<file path="src/hw/rtl/rrmbx_pkg.sv">
package rrmbx_pkg;

  // Default sizes of the mailbox storage.
  localparam int SLOTS_DEF     = 16;
  localparam int MSG_WIDTH_DEF = 32;

  // Fixed field widths of the request and result channels.
  localparam int OPCODE_W = 1;
  localparam int RANK_W   = 4;
  localparam int MSG_W    = 32;
  localparam int STATUS_W = 2;
  localparam int NS_W     = 4;

  // Register port geometry: one 32-bit register, word addressed.
  localparam int APB_AW    = 3;
  localparam int APB_DW    = 32;
  localparam int REG_IDX_W = APB_AW - 2;

  localparam logic [REG_IDX_W-1:0] REG_NUM_SENDERS = '0;
  localparam logic [NS_W-1:0]      NUM_SENDERS_RST = NS_W'(1);

  typedef enum logic [OPCODE_W-1:0] {
    OP_SEND = 1'b0,
    OP_RECV = 1'b1
  } opcode_e;

  typedef enum logic [STATUS_W-1:0] {
    ST_SEND_OK   = 2'd0,
    ST_SEND_FULL = 2'd1,
    ST_DELIVERED = 2'd2,
    ST_EMPTY     = 2'd3
  } status_e;

  // Configuration seen by the controller: the registered active count and
  // the write strobe with the count that the write is about to load.
  typedef struct packed {
    logic [NS_W-1:0] active_n;
    logic            wr_en;
    logic [NS_W-1:0] wr_active_n;
  } cfg_t;

endpackage

</file>
<file path="src/hw/rtl/rrmbx_req_if.sv">
interface rrmbx_req_if;
  import rrmbx_pkg::*;

  logic                valid;
  logic                ready;
  logic [OPCODE_W-1:0] opcode;
  logic [RANK_W-1:0]   sender_rank;
  logic [MSG_W-1:0]    message;

  modport source (output valid, output opcode, output sender_rank, output message,
                  input ready);
  modport sink (input valid, input opcode, input sender_rank, input message,
                output ready);
endinterface

</file>
<file path="src/hw/rtl/rrmbx_rsp_if.sv">
interface rrmbx_rsp_if;
  import rrmbx_pkg::*;

  logic                valid;
  logic                ready;
  logic [STATUS_W-1:0] status;
  logic [MSG_W-1:0]    delivered_message;
  logic [RANK_W-1:0]   served_rank;

  modport source (output valid, output status, output delivered_message,
                  output served_rank, input ready);
  modport sink (input valid, input status, input delivered_message,
                input served_rank, output ready);
endinterface

</file>
<file path="src/hw/rtl/rrmbx_cfg.sv">
module rrmbx_cfg #(
  parameter int SLOTS = rrmbx_pkg::SLOTS_DEF
) (
  input  logic                           clk,
  input  logic                           rst,
  input  logic                           psel,
  input  logic                           penable,
  input  logic                           pwrite,
  input  logic [rrmbx_pkg::APB_AW-1:0]   paddr,
  input  logic [rrmbx_pkg::APB_DW-1:0]   pwdata,
  output logic [rrmbx_pkg::APB_DW-1:0]   prdata,
  output logic                           pready,
  output rrmbx_pkg::cfg_t                cfg
);
  import rrmbx_pkg::*;

  logic [NS_W-1:0] num_senders;
  logic [NS_W-1:0] active_n;
  logic [NS_W-1:0] wr_n;
  logic            wr_en;
  logic            sel_ns;

  assign sel_ns = (paddr[APB_AW-1:2] == REG_NUM_SENDERS);
  assign wr_en  = psel && penable && pwrite && sel_ns;
  assign pready = 1'b1;

  // A count of zero acts as one; a count above the slot total is clamped.
  always_comb begin
    wr_n = pwdata[NS_W-1:0];
    if (wr_n == '0) begin
      wr_n = NS_W'(1);
    end
    if (int'(wr_n) > SLOTS) begin
      wr_n = NS_W'(SLOTS);
    end
  end

  always_ff @(posedge clk) begin
    if (rst) begin
      num_senders <= NUM_SENDERS_RST;
      active_n    <= NUM_SENDERS_RST;
    end else if (wr_en) begin
      num_senders <= pwdata[NS_W-1:0];
      active_n    <= wr_n;
    end
  end

  assign prdata = sel_ns ? APB_DW'(num_senders) : '0;

  assign cfg.active_n    = active_n;
  assign cfg.wr_en       = wr_en;
  assign cfg.wr_active_n = wr_n;

endmodule

</file>
<file path="src/hw/rtl/rrmbx_msg_mem.sv">
module rrmbx_msg_mem #(
  parameter int DEPTH = rrmbx_pkg::SLOTS_DEF,
  parameter int WIDTH = rrmbx_pkg::MSG_WIDTH_DEF
) (
  input  logic                     clk,
  input  logic                     we,
  input  logic                     re,
  input  logic [$clog2(DEPTH)-1:0] addr,
  input  logic [WIDTH-1:0]         wdata,
  output logic [WIDTH-1:0]         rdata
);

  logic [WIDTH-1:0] mem [DEPTH];

  // Single port: one write or one registered read per cycle.
  always_ff @(posedge clk) begin
    if (we) begin
      mem[addr] <= wdata;
    end
    if (re) begin
      rdata <= mem[addr];
    end
  end

endmodule

</file>
<file path="src/hw/rtl/rrmbx_ctrl.sv">
module rrmbx_ctrl #(
  parameter int SLOTS     = rrmbx_pkg::SLOTS_DEF,
  parameter int MSG_WIDTH = rrmbx_pkg::MSG_WIDTH_DEF
) (
  input  logic                     clk,
  input  logic                     rst,
  input  rrmbx_pkg::cfg_t          cfg,
  rrmbx_req_if.sink                req,
  rrmbx_rsp_if.source              rsp,
  output logic                     mem_we,
  output logic                     mem_re,
  output logic [$clog2(SLOTS)-1:0] mem_addr,
  output logic [MSG_WIDTH-1:0]     mem_wdata,
  input  logic [MSG_WIDTH-1:0]     mem_rdata
);
  import rrmbx_pkg::*;

  localparam int IDX_W = $clog2(SLOTS);
  localparam int CW    = (IDX_W + 1 > NS_W) ? IDX_W + 1 : NS_W;

  logic [SLOTS-1:0]  slot_full;
  logic [SLOTS-1:0]  slot_full_next;
  logic [IDX_W-1:0]  last_served;

  logic              p_valid;
  status_e           p_status;
  logic [IDX_W-1:0]  p_idx;

  logic              o_valid;
  status_e           o_status;
  logic [MSG_W-1:0]  o_msg;
  logic [RANK_W-1:0] o_rank;

  logic              accept;
  logic              move;
  logic              is_send;
  logic [CW-1:0]     after_last;
  logic [CW-1:0]     start;
  logic [SLOTS-1:0]  ring_all;
  logic [SLOTS-1:0]  ring_hi;
  logic              hit_hi;
  logic              hit_any;
  logic [IDX_W-1:0]  idx_hi;
  logic [IDX_W-1:0]  idx_any;
  logic [IDX_W-1:0]  pick_idx;
  logic [IDX_W-1:0]  rank_idx;
  logic              rank_ok;
  status_e           pick_status;

  // Round-robin start: the slot after the last one served, wrapping at the
  // active count.
  always_comb begin
    after_last = CW'(last_served) + CW'(1);
    start      = (after_last >= CW'(cfg.active_n)) ? '0 : after_last;
  end

  // Rotating priority encoder: first full slot at or above the start,
  // otherwise the first full slot overall.
  always_comb begin
    hit_hi  = 1'b0;
    hit_any = 1'b0;
    idx_hi  = '0;
    idx_any = '0;
    for (int i = 0; i < SLOTS; i++) begin
      ring_all[i] = slot_full[i] && (i < int'(cfg.active_n));
      ring_hi[i]  = ring_all[i] && (i >= int'(start));
    end
    for (int i = SLOTS - 1; i >= 0; i--) begin
      if (ring_hi[i]) begin
        hit_hi = 1'b1;
        idx_hi = IDX_W'(i);
      end
      if (ring_all[i]) begin
        hit_any = 1'b1;
        idx_any = IDX_W'(i);
      end
    end
  end

  assign pick_idx = hit_hi ? idx_hi : idx_any;

  // Decide the outcome of the request at the input.
  assign is_send  = (req.opcode == OP_SEND);
  assign rank_ok  = (req.sender_rank < cfg.active_n);
  assign rank_idx = IDX_W'(req.sender_rank);

  always_comb begin
    if (is_send) begin
      pick_status = (!rank_ok || slot_full[rank_idx]) ? ST_SEND_FULL : ST_SEND_OK;
    end else begin
      pick_status = hit_any ? ST_DELIVERED : ST_EMPTY;
    end
  end

  // Handshake: the read stage drains into the output register.
  assign move      = p_valid && (!o_valid || rsp.ready);
  assign req.ready = !p_valid || move;
  assign accept    = req.valid && req.ready;

  // Message memory access, issued at the accept edge.
  assign mem_we    = accept && is_send && (pick_status == ST_SEND_OK);
  assign mem_re    = accept && (pick_status == ST_DELIVERED);
  assign mem_addr  = is_send ? rank_idx : pick_idx;
  assign mem_wdata = MSG_WIDTH'(req.message);

  // Full flags: set on an accepted send, cleared on a delivery.
  always_comb begin
    slot_full_next = slot_full;
    if (mem_we) begin
      slot_full_next[rank_idx] = 1'b1;
    end
    if (mem_re) begin
      slot_full_next[pick_idx] = 1'b0;
    end
  end

  // Control state.
  always_ff @(posedge clk) begin
    if (rst) begin
      slot_full   <= '0;
      last_served <= IDX_W'(NUM_SENDERS_RST - NS_W'(1));
      p_valid     <= 1'b0;
      o_valid     <= 1'b0;
    end else begin
      slot_full <= slot_full_next;
      if (cfg.wr_en) begin
        last_served <= IDX_W'(cfg.wr_active_n - NS_W'(1));
      end else if (mem_re) begin
        last_served <= pick_idx;
      end
      if (accept) begin
        p_valid <= 1'b1;
      end else if (move) begin
        p_valid <= 1'b0;
      end
      if (move) begin
        o_valid <= 1'b1;
      end else if (rsp.ready) begin
        o_valid <= 1'b0;
      end
    end
  end

  // Payload of the read stage and the output register.
  always_ff @(posedge clk) begin
    if (accept) begin
      p_status <= pick_status;
      p_idx    <= pick_idx;
    end
    if (move) begin
      o_status <= p_status;
      if (p_status == ST_DELIVERED) begin
        o_msg  <= MSG_W'(mem_rdata);
        o_rank <= RANK_W'(p_idx);
      end else begin
        o_msg  <= '0;
        o_rank <= '0;
      end
    end
  end

  assign rsp.valid             = o_valid;
  assign rsp.status            = o_status;
  assign rsp.delivered_message = o_msg;
  assign rsp.served_rank       = o_rank;

  // A delivered slot is free afterwards.
  a_deliver_frees: assert property (@(posedge clk) disable iff (rst)
    mem_re |=> !slot_full[$past(pick_idx)])
    else $error("delivered slot still marked full");

  // An accepted send leaves its slot full.
  a_send_fills: assert property (@(posedge clk) disable iff (rst)
    mem_we |=> slot_full[$past(rank_idx)])
    else $error("accepted send did not mark its slot full");

  // The single memory port never sees a read and a write together.
  a_one_access: assert property (@(posedge clk) disable iff (rst)
    !(mem_we && mem_re))
    else $error("memory read and write in the same cycle");

  // The round-robin pointer stays inside the active slots.
  a_last_in_range: assert property (@(posedge clk) disable iff (rst)
    int'(last_served) < int'(cfg.active_n))
    else $error("last served slot outside the active range");

  // Results other than a delivery carry a zero message and rank.
  a_zero_payload: assert property (@(posedge clk) disable iff (rst)
    o_valid && (o_status != ST_DELIVERED) |-> (o_msg == '0) && (o_rank == '0))
    else $error("non-delivery result with nonzero payload");

endmodule

</file>
<file path="src/hw/rtl/round_robin_mailbox_channel_top.sv">
// A request is taken into the read stage, where its message is read from memory, and
// moves on into the output register when it is empty or its result is taken.
// Throughput: one request per cycle while results are taken; the message memory
// has a single port with a registered read, which sets that rate.
// Reset (synchronous, active high): all slots empty, num_senders = 1, last served
// slot 0, no request in flight. Messages are not cleared; no clearing pass runs.
module round_robin_mailbox_channel_top #(
  parameter int SLOTS     = rrmbx_pkg::SLOTS_DEF,
  parameter int MSG_WIDTH = rrmbx_pkg::MSG_WIDTH_DEF
) (
  input  logic                         clk,
  input  logic                         rst,
  input  logic                         psel,
  input  logic                         penable,
  input  logic                         pwrite,
  input  logic [rrmbx_pkg::APB_AW-1:0] paddr,
  input  logic [rrmbx_pkg::APB_DW-1:0] pwdata,
  output logic [rrmbx_pkg::APB_DW-1:0] prdata,
  output logic                         pready,
  rrmbx_req_if.sink                    req,
  rrmbx_rsp_if.source                  rsp
);
  import rrmbx_pkg::*;

  localparam int IDX_W = $clog2(SLOTS);

  cfg_t                 cfg;
  logic                 mem_we;
  logic                 mem_re;
  logic [IDX_W-1:0]     mem_addr;
  logic [MSG_WIDTH-1:0] mem_wdata;
  logic [MSG_WIDTH-1:0] mem_rdata;

  // Register port.
  rrmbx_cfg #(
    .SLOTS (SLOTS)
  ) u_cfg (
    .clk     (clk),
    .rst     (rst),
    .psel    (psel),
    .penable (penable),
    .pwrite  (pwrite),
    .paddr   (paddr),
    .pwdata  (pwdata),
    .prdata  (prdata),
    .pready  (pready),
    .cfg     (cfg)
  );

  // Full flags, round-robin pick and result registers.
  rrmbx_ctrl #(
    .SLOTS     (SLOTS),
    .MSG_WIDTH (MSG_WIDTH)
  ) u_ctrl (
    .clk       (clk),
    .rst       (rst),
    .cfg       (cfg),
    .req       (req),
    .rsp       (rsp),
    .mem_we    (mem_we),
    .mem_re    (mem_re),
    .mem_addr  (mem_addr),
    .mem_wdata (mem_wdata),
    .mem_rdata (mem_rdata)
  );

  // Message words, one per slot.
  rrmbx_msg_mem #(
    .DEPTH (SLOTS),
    .WIDTH (MSG_WIDTH)
  ) u_msg_mem (
    .clk   (clk),
    .we    (mem_we),
    .re    (mem_re),
    .addr  (mem_addr),
    .wdata (mem_wdata),
    .rdata (mem_rdata)
  );

endmodule

</file>
<file path="src/flat_wrapper.sv">
// flat-port wrapper written by rule: the top's interface ports become plain ports
module round_robin_mailbox_channel_top_flat import rrmbx_pkg::*;
#(
  parameter int SLOTS     = rrmbx_pkg::SLOTS_DEF,
  parameter int MSG_WIDTH = rrmbx_pkg::MSG_WIDTH_DEF
)
  (clk, rst, psel, penable, pwrite, paddr, pwdata, prdata, pready, req_valid, req_opcode, req_sender_rank, req_message, req_ready, rsp_valid, rsp_status, rsp_delivered_message, rsp_served_rank, rsp_ready);
  rrmbx_req_if req_i ();
  rrmbx_rsp_if rsp_i ();
  input  logic clk;
  input  logic rst;
  input  logic psel;
  input  logic penable;
  input  logic pwrite;
  input  logic [rrmbx_pkg::APB_AW-1:0] paddr;
  input  logic [rrmbx_pkg::APB_DW-1:0] pwdata;
  output logic [rrmbx_pkg::APB_DW-1:0] prdata;
  output logic pready;
  input wire logic [$bits(req_i.valid)-1:0] req_valid;
  input wire logic [$bits(req_i.opcode)-1:0] req_opcode;
  input wire logic [$bits(req_i.sender_rank)-1:0] req_sender_rank;
  input wire logic [$bits(req_i.message)-1:0] req_message;
  output wire logic [$bits(req_i.ready)-1:0] req_ready;
  output wire logic [$bits(rsp_i.valid)-1:0] rsp_valid;
  output wire logic [$bits(rsp_i.status)-1:0] rsp_status;
  output wire logic [$bits(rsp_i.delivered_message)-1:0] rsp_delivered_message;
  output wire logic [$bits(rsp_i.served_rank)-1:0] rsp_served_rank;
  input wire logic [$bits(rsp_i.ready)-1:0] rsp_ready;
  assign req_i.valid = req_valid;
  assign req_i.opcode = req_opcode;
  assign req_i.sender_rank = req_sender_rank;
  assign req_i.message = req_message;
  assign req_ready = req_i.ready;
  assign rsp_valid = rsp_i.valid;
  assign rsp_status = rsp_i.status;
  assign rsp_delivered_message = rsp_i.delivered_message;
  assign rsp_served_rank = rsp_i.served_rank;
  assign rsp_i.ready = rsp_ready;
  round_robin_mailbox_channel_top #(.SLOTS(SLOTS), .MSG_WIDTH(MSG_WIDTH)) u_core (.clk(clk), .rst(rst), .psel(psel), .penable(penable), .pwrite(pwrite), .paddr(paddr), .pwdata(pwdata), .prdata(prdata), .pready(pready), .req(req_i), .rsp(rsp_i));
endmodule
</file>
<file path="config.mk">
export PLATFORM = sky130hd
export DESIGN_NAME = round_robin_mailbox_channel_top_flat
export DESIGN_NICKNAME = d
export VERILOG_FILES = /design/src/hw/rtl/rrmbx_pkg.sv /design/src/hw/rtl/rrmbx_req_if.sv /design/src/hw/rtl/rrmbx_rsp_if.sv /design/src/hw/rtl/rrmbx_cfg.sv /design/src/hw/rtl/rrmbx_msg_mem.sv /design/src/hw/rtl/rrmbx_ctrl.sv /design/src/hw/rtl/round_robin_mailbox_channel_top.sv /design/src/flat_wrapper.sv
export SDC_FILE = /design/constraint.sdc
export NUM_CORES = 1
export LEC_CHECK = 0
export BUFFER_PORTS_ARGS = -buffer_cell sky130_fd_sc_hd__clkbuf_2
export CORE_MARGIN = 1.5
export CORE_UTILIZATION = 40
export DETAILED_ROUTE_END_ITERATION = 16
export GPL_TIMING_DRIVEN = 1
export PLACE_DENSITY = 0.53
export RECOVER_POWER = 50
export SKIP_LAST_GASP = 1
export SYNTH_ARGS = -nofsm -noshare
export SYNTH_HDL_FRONTEND = slang
export SYNTH_SLANG_ARGS = --single-unit
</file>
<file path="constraint.sdc">
create_clock -name clk -period 13.4 [get_ports clk]
set_input_delay 2.01 -clock clk [delete_from_list [all_inputs] [get_ports clk]]
set_output_delay 2.01 -clock clk [all_outputs]
set_load 0.05 [all_outputs]
</file>
==> results of run 1 <==
-- per-stage QoR --
stage / hold WS, ps / area, um2 / setup slack [ps]
6_report: 448 / 28700 / 4720
3_3_place_gp: 433 / 26500 / 6360
5_1_grt: 469 / 28700 / 4570
4_1_cts: 457 / 28700 / 6580
3_5_place_dp: 441 / 26500 / 6390
2_1_floorplan: 418 / 25200 / 7300
-- worst register-to-register path, cell delays in order (launching register included) --
cell	delay [ps]
dfxtp_1	770
inv_1	320
ha_1	460
a211oi_4	450
nand2_1	300
o21ai_1	410
nand4_1	280
a2111oi_4	370
buf_4	540
or2_2	220
buf_4	750
nand2_1	480
nor2_4	730
buf_4	470
-- cells by family (layout without fill, tap and decap cells) --
group / after synthesis / in the layout / synth area share
AOI/OAI and AO/OA: 483 / 483 / 0.157
adders and majority gates: 9 / 9 / 0.00448
xor gates and xnor gates: 3 / 3 / 0.00134
and+or+nand+nor: 285 / 285 / 0.0592
muxes: 39 / 39 / 0.0196
DFF: 618 / 618 / 0.726
other: 2 / 30 / 0.000299
buffers and inverters: 147 / 269 / 0.0315
-- layout make-up --
type	instances	area, um2
Inverter	14	57.6
Antenna cell	1	2.50
Fill cell	5465	33300
Clock buffer	85	1850
Tap cell	837	1050
Multi-Input combinational cell	848	6370
Clock inverter	39	402
Timing Repair Buffer	131	679
Sequential cell	618	18300
-- sequential cells by signal, indices dropped and copies added (netlist names) --
name	cells
u_core.u_msg_mem.mem	512
u_core.u_ctrl.rsp.valid	1
u_core.u_ctrl.rsp.status	2
u_core.u_ctrl.rsp.served_rank	4
u_core.u_ctrl.p_valid	1
u_core.u_ctrl.last_served	4
u_core.u_ctrl.p_idx	4
u_core.u_ctrl.slot_full	16
u_core.u_ctrl.rsp.delivered_message	32
u_core.u_msg_mem.rdata	32
u_core.u_cfg.num_senders	4
u_core.u_cfg.active_n	4
u_core.u_ctrl.p_status	2
-- metal layers --
metal,track usage,wire [um]
met1,0.296,30600
met2,0.324,30800
met3,0.0345,3960
met4,0.0590,1110
met5,0,10
-- how the worst max path moves through the flow --
| stage | from | cells past startpoint | end | slack, ps |
|---|---|---|---|---|
| finish | req_opcode | 10 | u_core.u_msg_mem.mem[12][18]$_DFFE_PP_ | 4720 |
| global route | req_opcode | 10 | u_core.u_msg_mem.mem[12][16]$_DFFE_PP_ | 4570 |
| CTS | u_core.u_cfg.active_n[3]$_SDFFE_PP0P_ | 13 | u_core.u_msg_mem.mem[12][18]$_DFFE_PP_ | 6580 |
| detailed placement | req_opcode | 10 | u_core.u_msg_mem.mem[12][16]$_DFFE_PP_ | 6390 |
| global placement | req_opcode | 10 | u_core.u_msg_mem.mem[12][16]$_DFFE_PP_ | 6360 |
| floorplan | req_sender_rank[0] | 8 | u_core.u_msg_mem.mem[9][0]$_DFFE_PP_ | 7300 |
-- synthesized netlist by cell type, types with 28 or more instances --
master,instances
edfxtp_1,588
nor2_1,93
a22oi_1,68
a222oi_1,64
nand2_1,54
clkbuf_1,52
and2_1,51
a221oi_1,42
a21oi_1,37
buf_4,37
o21ai_0,37
o22ai_1,35
mux2_2,32
a221o_1,31
dfxtp_1,30
buf_2,28
-- power groups by stage --
stage          clock [W]  combinational, W  sequential [W]
3_3_place_gp           0          0.000208         0.00217
6_report         0.00188          0.000209         0.00213
2_1_floorplan          0          0.000127         0.00219
5_1_grt          0.00199          0.000225         0.00213
3_5_place_dp           0          0.000212         0.00217
4_1_cts          0.00192          0.000212         0.00213
==> results by group, run 1 <==
Logic synthesis
  – Number of synthesized flops with an enable pin: 588
  – Mapped Cells: 1586
  – Sequential element share of the synthesized area: 0.726
  – #FFs+latches synth: 618
  – Yosys top cell by area: edfxtp_1
  – Syn. warnings: 0
  – Post-synth ARST share: 0
  – Ranking of synthesized cells by area: edfxtp_1 70%, a222oi_1 2.5%, dfxtp_1 2.4%
  – Synth cell types: 98
  – Synthesized area: 25100 um2
  – Area share of the largest cell type after synthesis: 0.702
  – Main synth FF type: edfxtp_1
  – Avg Inst Size Synth: 15.9 um2

Timing
  – Max Slew Vio Count: 120
  – Final setup fails: 0
  – Tcrit/Tclk final: 0.648
  – Worst Max-Slew Pin Slew: 3180 ps
  – Worst relative slew slack: -1.12
  – Setup TNS: 0 ps
  – Clock Skew: 28.3 ps
  – Final worst path period need: 8680 ps
  – Max Fclk: 115 MHz
  – Hold Fails Final Rpt: 0
  – RSZ-0062 raised after global routing: false

Clocking
  – Hold-fix buffers, CTS: 0
  – CTS tree: yes
  – CTS-repair resized insts: 0
  – Post-CTS Setup Inserts: 0
  – Clk Latency, worst-skew pair: 610 ps
  – Clock sinks: 618
  – Cts bufs inserted: 68
  – Clock-pin slew on the worst setup and hold paths: 60 ps
  – # H-tree levels: 3
  – Clock Tree Root: clkbuf_16
  – Largest buffer count on any clock path: 3

Worst setup path
  – Crit path cell chain: clkbuf_2, clkbuf_1, clkinv_1, a2111oi_4, buf_4, or2_2, buf_4, nand2_1, nor2_4, buf_4
  – Critical path buffers and inverters: 6
  – Worst setup SP type: input port
  – Critical Path AT: 8940 ps
  – WP data required: 13660 ps
  – Top delay family on crit path: buffers and inverters
  – Crit path kind: input port to flop
  – CP peak stage delay: 2020 ps
  – R2r endpoint: u_core.u_msg_mem.mem[12][18]$_DFFE_PP_
  – Reg2Reg Launch Point: u_core.u_cfg.active_n[3]$_SDFFE_PP0P_
  – Top cell by count, worst path: buf_4
  – R2R Setup Slk: 6520 ps
  – Crit-path max FO: 65
  – Crit path max-delay cell type: clkbuf_1
  – Nature of the critical path endpoint: flop
  – Worst R2R Path Depth: 13

Pwr
  – Clock power frac: 0.445
  – Sw frac: 0.216
  – Sw Pwr: 0.000913 W
  – Pwr/cell area: 147 nW/um2
  – Combinational share of power: 0.049
  – Peak supply drop: 0.0774 mV
  – Power Internal: 0.00330 W
  – Leakage power: 9.21 nW
  – Reg power frac: 0.506
  – Power Total: 0.00422 W

Detailed routing
  – Initial DRC Count: 1752
  – DR vias: 15.2k
  – Routed vias/inst: 5.90
  – DRC viols: 0
  – Routed len/inst: 25.8 um
  – Detail Route Antenna Nets: 0
  – TritonRoute pass-1 iters: 9
  – Final wirelength: 66.5 mm

Floorplanning
  – Ports: 152
  – Die Ht: 254 um
  – DIE AREA: 64400 um2
  – Initial core utilization: 0.406
  – Core area: 61900 um2
  – Row count: 91
  – Die Wd: 254 um

GRT
  – GRT Total Usage: 0.207
  – Vias in the first global route: 15.0k
  – Initial antenna violation count: 3
  – First-pass GRT wire length: 97.2 mm
  – Final global-route overflow total: 0
  – Largest net degree at the start of global routing: 66

Outcome
  – Status: finished, violations left
  – Failing checks: capacitance limit, slew limit

Finish
  – Commonest non-fill, non-tap cell in the layout: edfxtp_1
  – Util after Layout: 0.463
  – Area delta synth->final: 14.0%
  – Final std cells w/o fill: 2573
  – Final #Nets: 1769
  – Layout cell share with drive strength beyond 1: 0.152
  – Leading cell types in the layout, fill and taps excluded: 588 x edfxtp_1, 78 x nor2_1, 72 x clkbuf_16

Min path
  – Hold Path End: u_core.u_ctrl.rsp.status[1]$_DFFE_PP_
  – Hold Path Cell Cnt: 0
  – HP Start: u_core.u_ctrl.p_status[1]$_DFFE_PP_
  – Hold Path Class: flop to flop

Place
  – Final RePlAce weighted congestion: 0.812
  – DP Wirelength: 36.1 mm
  – # placed instances: 2448
  – Port-buffer cells: 92

Run
  – Max-cap violations: 4
(Power assumes the default switching activity.)
==> run 2, diff against run 1 <==
Settings changed: ABC_AREA from default to 1.
Clock period 13.4 ns to 9 ns, I/O delays scaled along.
==> run 2 against run 1 <==
Effect of this change: the run still ends with capacitance limit, slew limit left; hold slack better by 11 ps; sequential share of layout area down 3.6 points; sequential power increased by 49%; synthesized cell count rose by 70%; critical path depth grew 13; clock power up 42%; area after synthesis increased by 7.7%; sequential cell count unchanged; combinational power up 110%; clock-buffer cell count increased by 7; clock skew fell by 5.3 ps; first-iteration DRC count is 19% lower; critical path type is now flop to flop.
==> results by group, run 2 <==
Logic synthesis
  – Area share of the largest cell type after synthesis: 0.652 (-0.0499)
  – Synthesized area: 27100 um2 (+7.7%)
  – Number of synthesized flops with an enable pin: 588 (unchanged)
  – Yosys top cell by area: edfxtp_1
  – Sequential element share of the synthesized area: 0.675 (-0.0516)
  – #FFs+latches synth: 618 (unchanged)
  – Ranking of synthesized cells by area: edfxtp_1 65%, nand2_1 17%, nand3_1 5.1%
  – Top-count cell post-synth: nand2_1
  – Avg Inst Size Synth: 10.0 um2 (-37%)
  – Main synth FF type: edfxtp_1
  – Mapped Cells: 2696 (+70%)
  – Syn. warnings: 0 (unchanged)
  – Post-synth ARST share: 0 (unchanged)
  – Commonest cells post-synth: 1224 x nand2_1, 588 x edfxtp_1, 276 x nand3_1, 177 x inv_1, 105 x nor2_1
  – Synth cell types: 46 (-53%)

Clocking
  – Clk Latency, worst-skew pair: 610 ps (about the same)
  – CTS tree: yes
  – Clock Tree Root: clkbuf_16
  – Cts bufs inserted: 69 (+1.5%)
  – Post-CTS Setup Inserts: 0 (unchanged)
  – # H-tree levels: 3 (unchanged)
  – CTS-repair resized insts: 0 (unchanged)
  – Hold-fix buffers, CTS: 0 (unchanged)
  – Clock-pin slew on the worst setup and hold paths: 60 ps (about the same)
  – Largest buffer count on any clock path: 3 (unchanged)
  – Clock sinks: 618 (unchanged)

Timing
  – Hold Fails Final Rpt: 0 (unchanged)
  – Tcrit/Tclk final: 0.752
  – Final setup fails: 0 (unchanged)
  – Max Fclk: 148 MHz
  – Setup TNS: 0 ps (unchanged)
  – Worst Max-Slew Pin Slew: 2840 ps (-334 ps)
  – Max Slew Vio Count: 76 (-37%)
  – Final worst path period need: 6770 ps
  – Clock Skew: 23.0 ps (-5.34 ps)
  – Worst relative slew slack: -0.897 (+0.223)
  – RSZ-0062 raised after global routing: false

Worst setup path
  – Worst setup SP type: flop
  – Critical Path AT: 7050 ps (-1890 ps)
  – R2R Setup Slk: 2230 ps (-4290 ps)
  – CP peak stage delay: 970 ps (-1050 ps)
  – Worst R2R Path Depth: 23 (+10)
  – Crit path kind: flop to flop
  – Crit-path max FO: 73 (+12%)
  – Crit path max-delay cell type: nor2_4
  – Crit path cell chain: ha_1, xor2_2, ha_1, nand2_1, inv_1, nand2_1, nand3_2, nor2_2, inv_2, o21ai_0, nor2_1, nor2_1, o211ai_1, nand3_1, nand2_1, nand3_1, o21ai_2, o21ai_4, buf_4, buf_4, nand2_1, nor2_4, buf_4
  – Reg2Reg Launch Point: u_core.u_ctrl.last_served[0]$_SDFFE_PP0P_
  – Top delay family on crit path: simple AND/OR/NAND/NOR gates
  – Top cell by count, worst path: nand2_1
  – R2r endpoint: u_core.u_msg_mem.mem[9][11]$_DFFE_PP_
  – Levels on crit path: 23 (+13)
  – Nature of the critical path endpoint: flop
  – WP data required: 9270 ps (-4390 ps)
  – Critical path buffers and inverters: 5 (-1)

Detailed routing
  – Routed vias/inst: 4.98 (-16%)
  – DR vias: 18.4k (+21%)
  – DRC viols: 0 (unchanged)
  – Routed len/inst: 18.8 um (-27%)
  – TritonRoute pass-1 iters: 6 (-3)
  – Final wirelength: 69.2 mm (+4.1%)
  – Initial DRC Count: 1411 (-19%)
  – Detail Route Antenna Nets: 0 (unchanged)

Floorplanning
  – DIE AREA: 69200 um2 (+7.6%)
  – Die Wd: 263 um (+3.7%)
  – Die Ht: 263 um (+3.7%)
  – Initial core utilization: 0.404 (-0.00217)
  – Row count: 95 (+4.4%)
  – Core area: 67000 um2 (+8.2%)
  – Ports: 152 (unchanged)

GRT
  – GRT Total Usage: 0.199 (-0.00702)
  – Final global-route overflow total: 0 (unchanged)
  – Initial antenna violation count: 3 (unchanged)
  – Largest net degree at the start of global routing: 206 (+210%)
  – First-pass GRT wire length: 106 mm (+8.8%)
  – Vias in the first global route: 17.9k (+20%)

Finish
  – Layout cell share with drive strength beyond 1: 0.0722 (-0.0800)
  – Area delta synth->final: 12.2%
  – Leading cell types in the layout, fill and taps excluded: 1222 x nand2_1, 588 x edfxtp_1, 276 x nand3_1
  – Largest Register: u_core.u_msg_mem.mem
  – Final std cells w/o fill: 3686 (+43%)
  – Max FFs per register: 512 (unchanged)
  – Final #Nets: 2847 (+61%)
  – Commonest non-fill, non-tap cell in the layout: nand2_1

Outcome
  – Failing checks: capacitance limit, slew limit
  – Status: finished, violations left

Min path
  – Hold Path End: u_core.u_cfg.num_senders[2]$_SDFFE_PP0P_
  – Hold Path Cell Cnt: 2 (+2)
  – HP Start: u_core.u_cfg.num_senders[2]$_SDFFE_PP0P_
  – Hold Path Class: flop to flop

Place
  – Port-buffer cells: 92 (unchanged)
  – Final RePlAce weighted congestion: 0.852 (+5.0%)
  – # placed instances: 3561 (+45%)
  – DP Wirelength: 35.6 mm (-1.1%)

Pwr
  – Leakage power: 12.5 nW (+35%)
  – Pwr/cell area: 207 nW/um2 (+41%)
  – Peak supply drop: 0.0978 mV (+26%)

Run
  – Max-cap violations: 2 (-2)
==> run 2: changes by cell type after synthesis, moves of 39 or more <==
cell,delta
nand2_1,+1170
buf_2,+39
a222oi_1,-64
and2_1,-50
inv_1,+167
a22oi_1,-66
nand3_1,+266
a221oi_1,-39
==> run 2: cell families after synthesis <==
family,share of synthesized area
AND/OR/NAND/NOR,0.242
flip-flops,0.675
buffers and inverters,0.0586
AO/OA/AOI/OAI,0.0194
adder cells (fa/ha/maj),0.00416
XOR/XNOR,0.000925
other,0.000277
==> run 2: final cells by class <==
class	instances	area, um2
tap	873	1090
inverter	195	734
sequential	618	18300
antenna	1	2.50
clock inverter	32	249
clock buffer	92	1880
timing repair buffer	125	638
fill	6370	36700
multi-input combinational	1750	7520
==> run 2: worst max-delay path by stage <==
stage / start / to / slack, ps
2_1_floorplan: u_core.u_ctrl.last_served[0]$_SDFFE_PP0P_ / u_core.u_msg_mem.mem[12][0]$_DFFE_PP_ / 4150
3_3_place_gp: u_core.u_ctrl.last_served[0]$_SDFFE_PP0P_ / u_core.u_msg_mem.mem[9][15]$_DFFE_PP_ / 2310
3_5_place_dp: u_core.u_ctrl.last_served[0]$_SDFFE_PP0P_ / u_core.u_msg_mem.mem[9][15]$_DFFE_PP_ / 2210
4_1_cts: u_core.u_ctrl.last_served[0]$_SDFFE_PP0P_ / u_core.u_msg_mem.mem[9][12]$_DFFE_PP_ / 2150
5_1_grt: u_core.u_ctrl.last_served[0]$_SDFFE_PP0P_ / u_core.u_msg_mem.mem[9][14]$_DFFE_PP_ / 1710
6_report: u_core.u_ctrl.last_served[0]$_SDFFE_PP0P_ / u_core.u_msg_mem.mem[9][11]$_DFFE_PP_ / 2230
==> run 2: power by group <==
part	switching (W)	total, W	leakage, nW	internal [W]
clock network	0.00112	0.00267	1.04	0.00155
logic	0.000341	0.000438	5.86	0.0000967
registers	0.00000605	0.00318	5.57	0.00317
==> run 2: tightest hold or removal path, stage by stage, from the launching register on <==
cell and delay [ps]:
dfxtp_1 300, nand2_1 60, a21oi_1 50
==> run 2: routing by layer <==
layer	vias up	GRT usage	part of all wire
met2	410	0.336	0.48
met4	4	0.0701	0.025
li1	8958	-	-
met3	105	0.0307	0.048
met1	8882	0.262	0.45
met5	-	0	0.00039
==> run 2: metrics by stage <==
step                       util  instance area (um2)  power (W)  setup WS, ps  hold slack (ps)
after floorplan               -                27200    0.00355          4150              426
final                     0.453                30400    0.00629          2230              459
after global placement    0.423                28300    0.00368          2310              433
after global routing      0.453                30400    0.00651          1710              468
after detailed placement  0.423                28300    0.00368          2210              438
after CTS                 0.454                30500    0.00635          2150              455
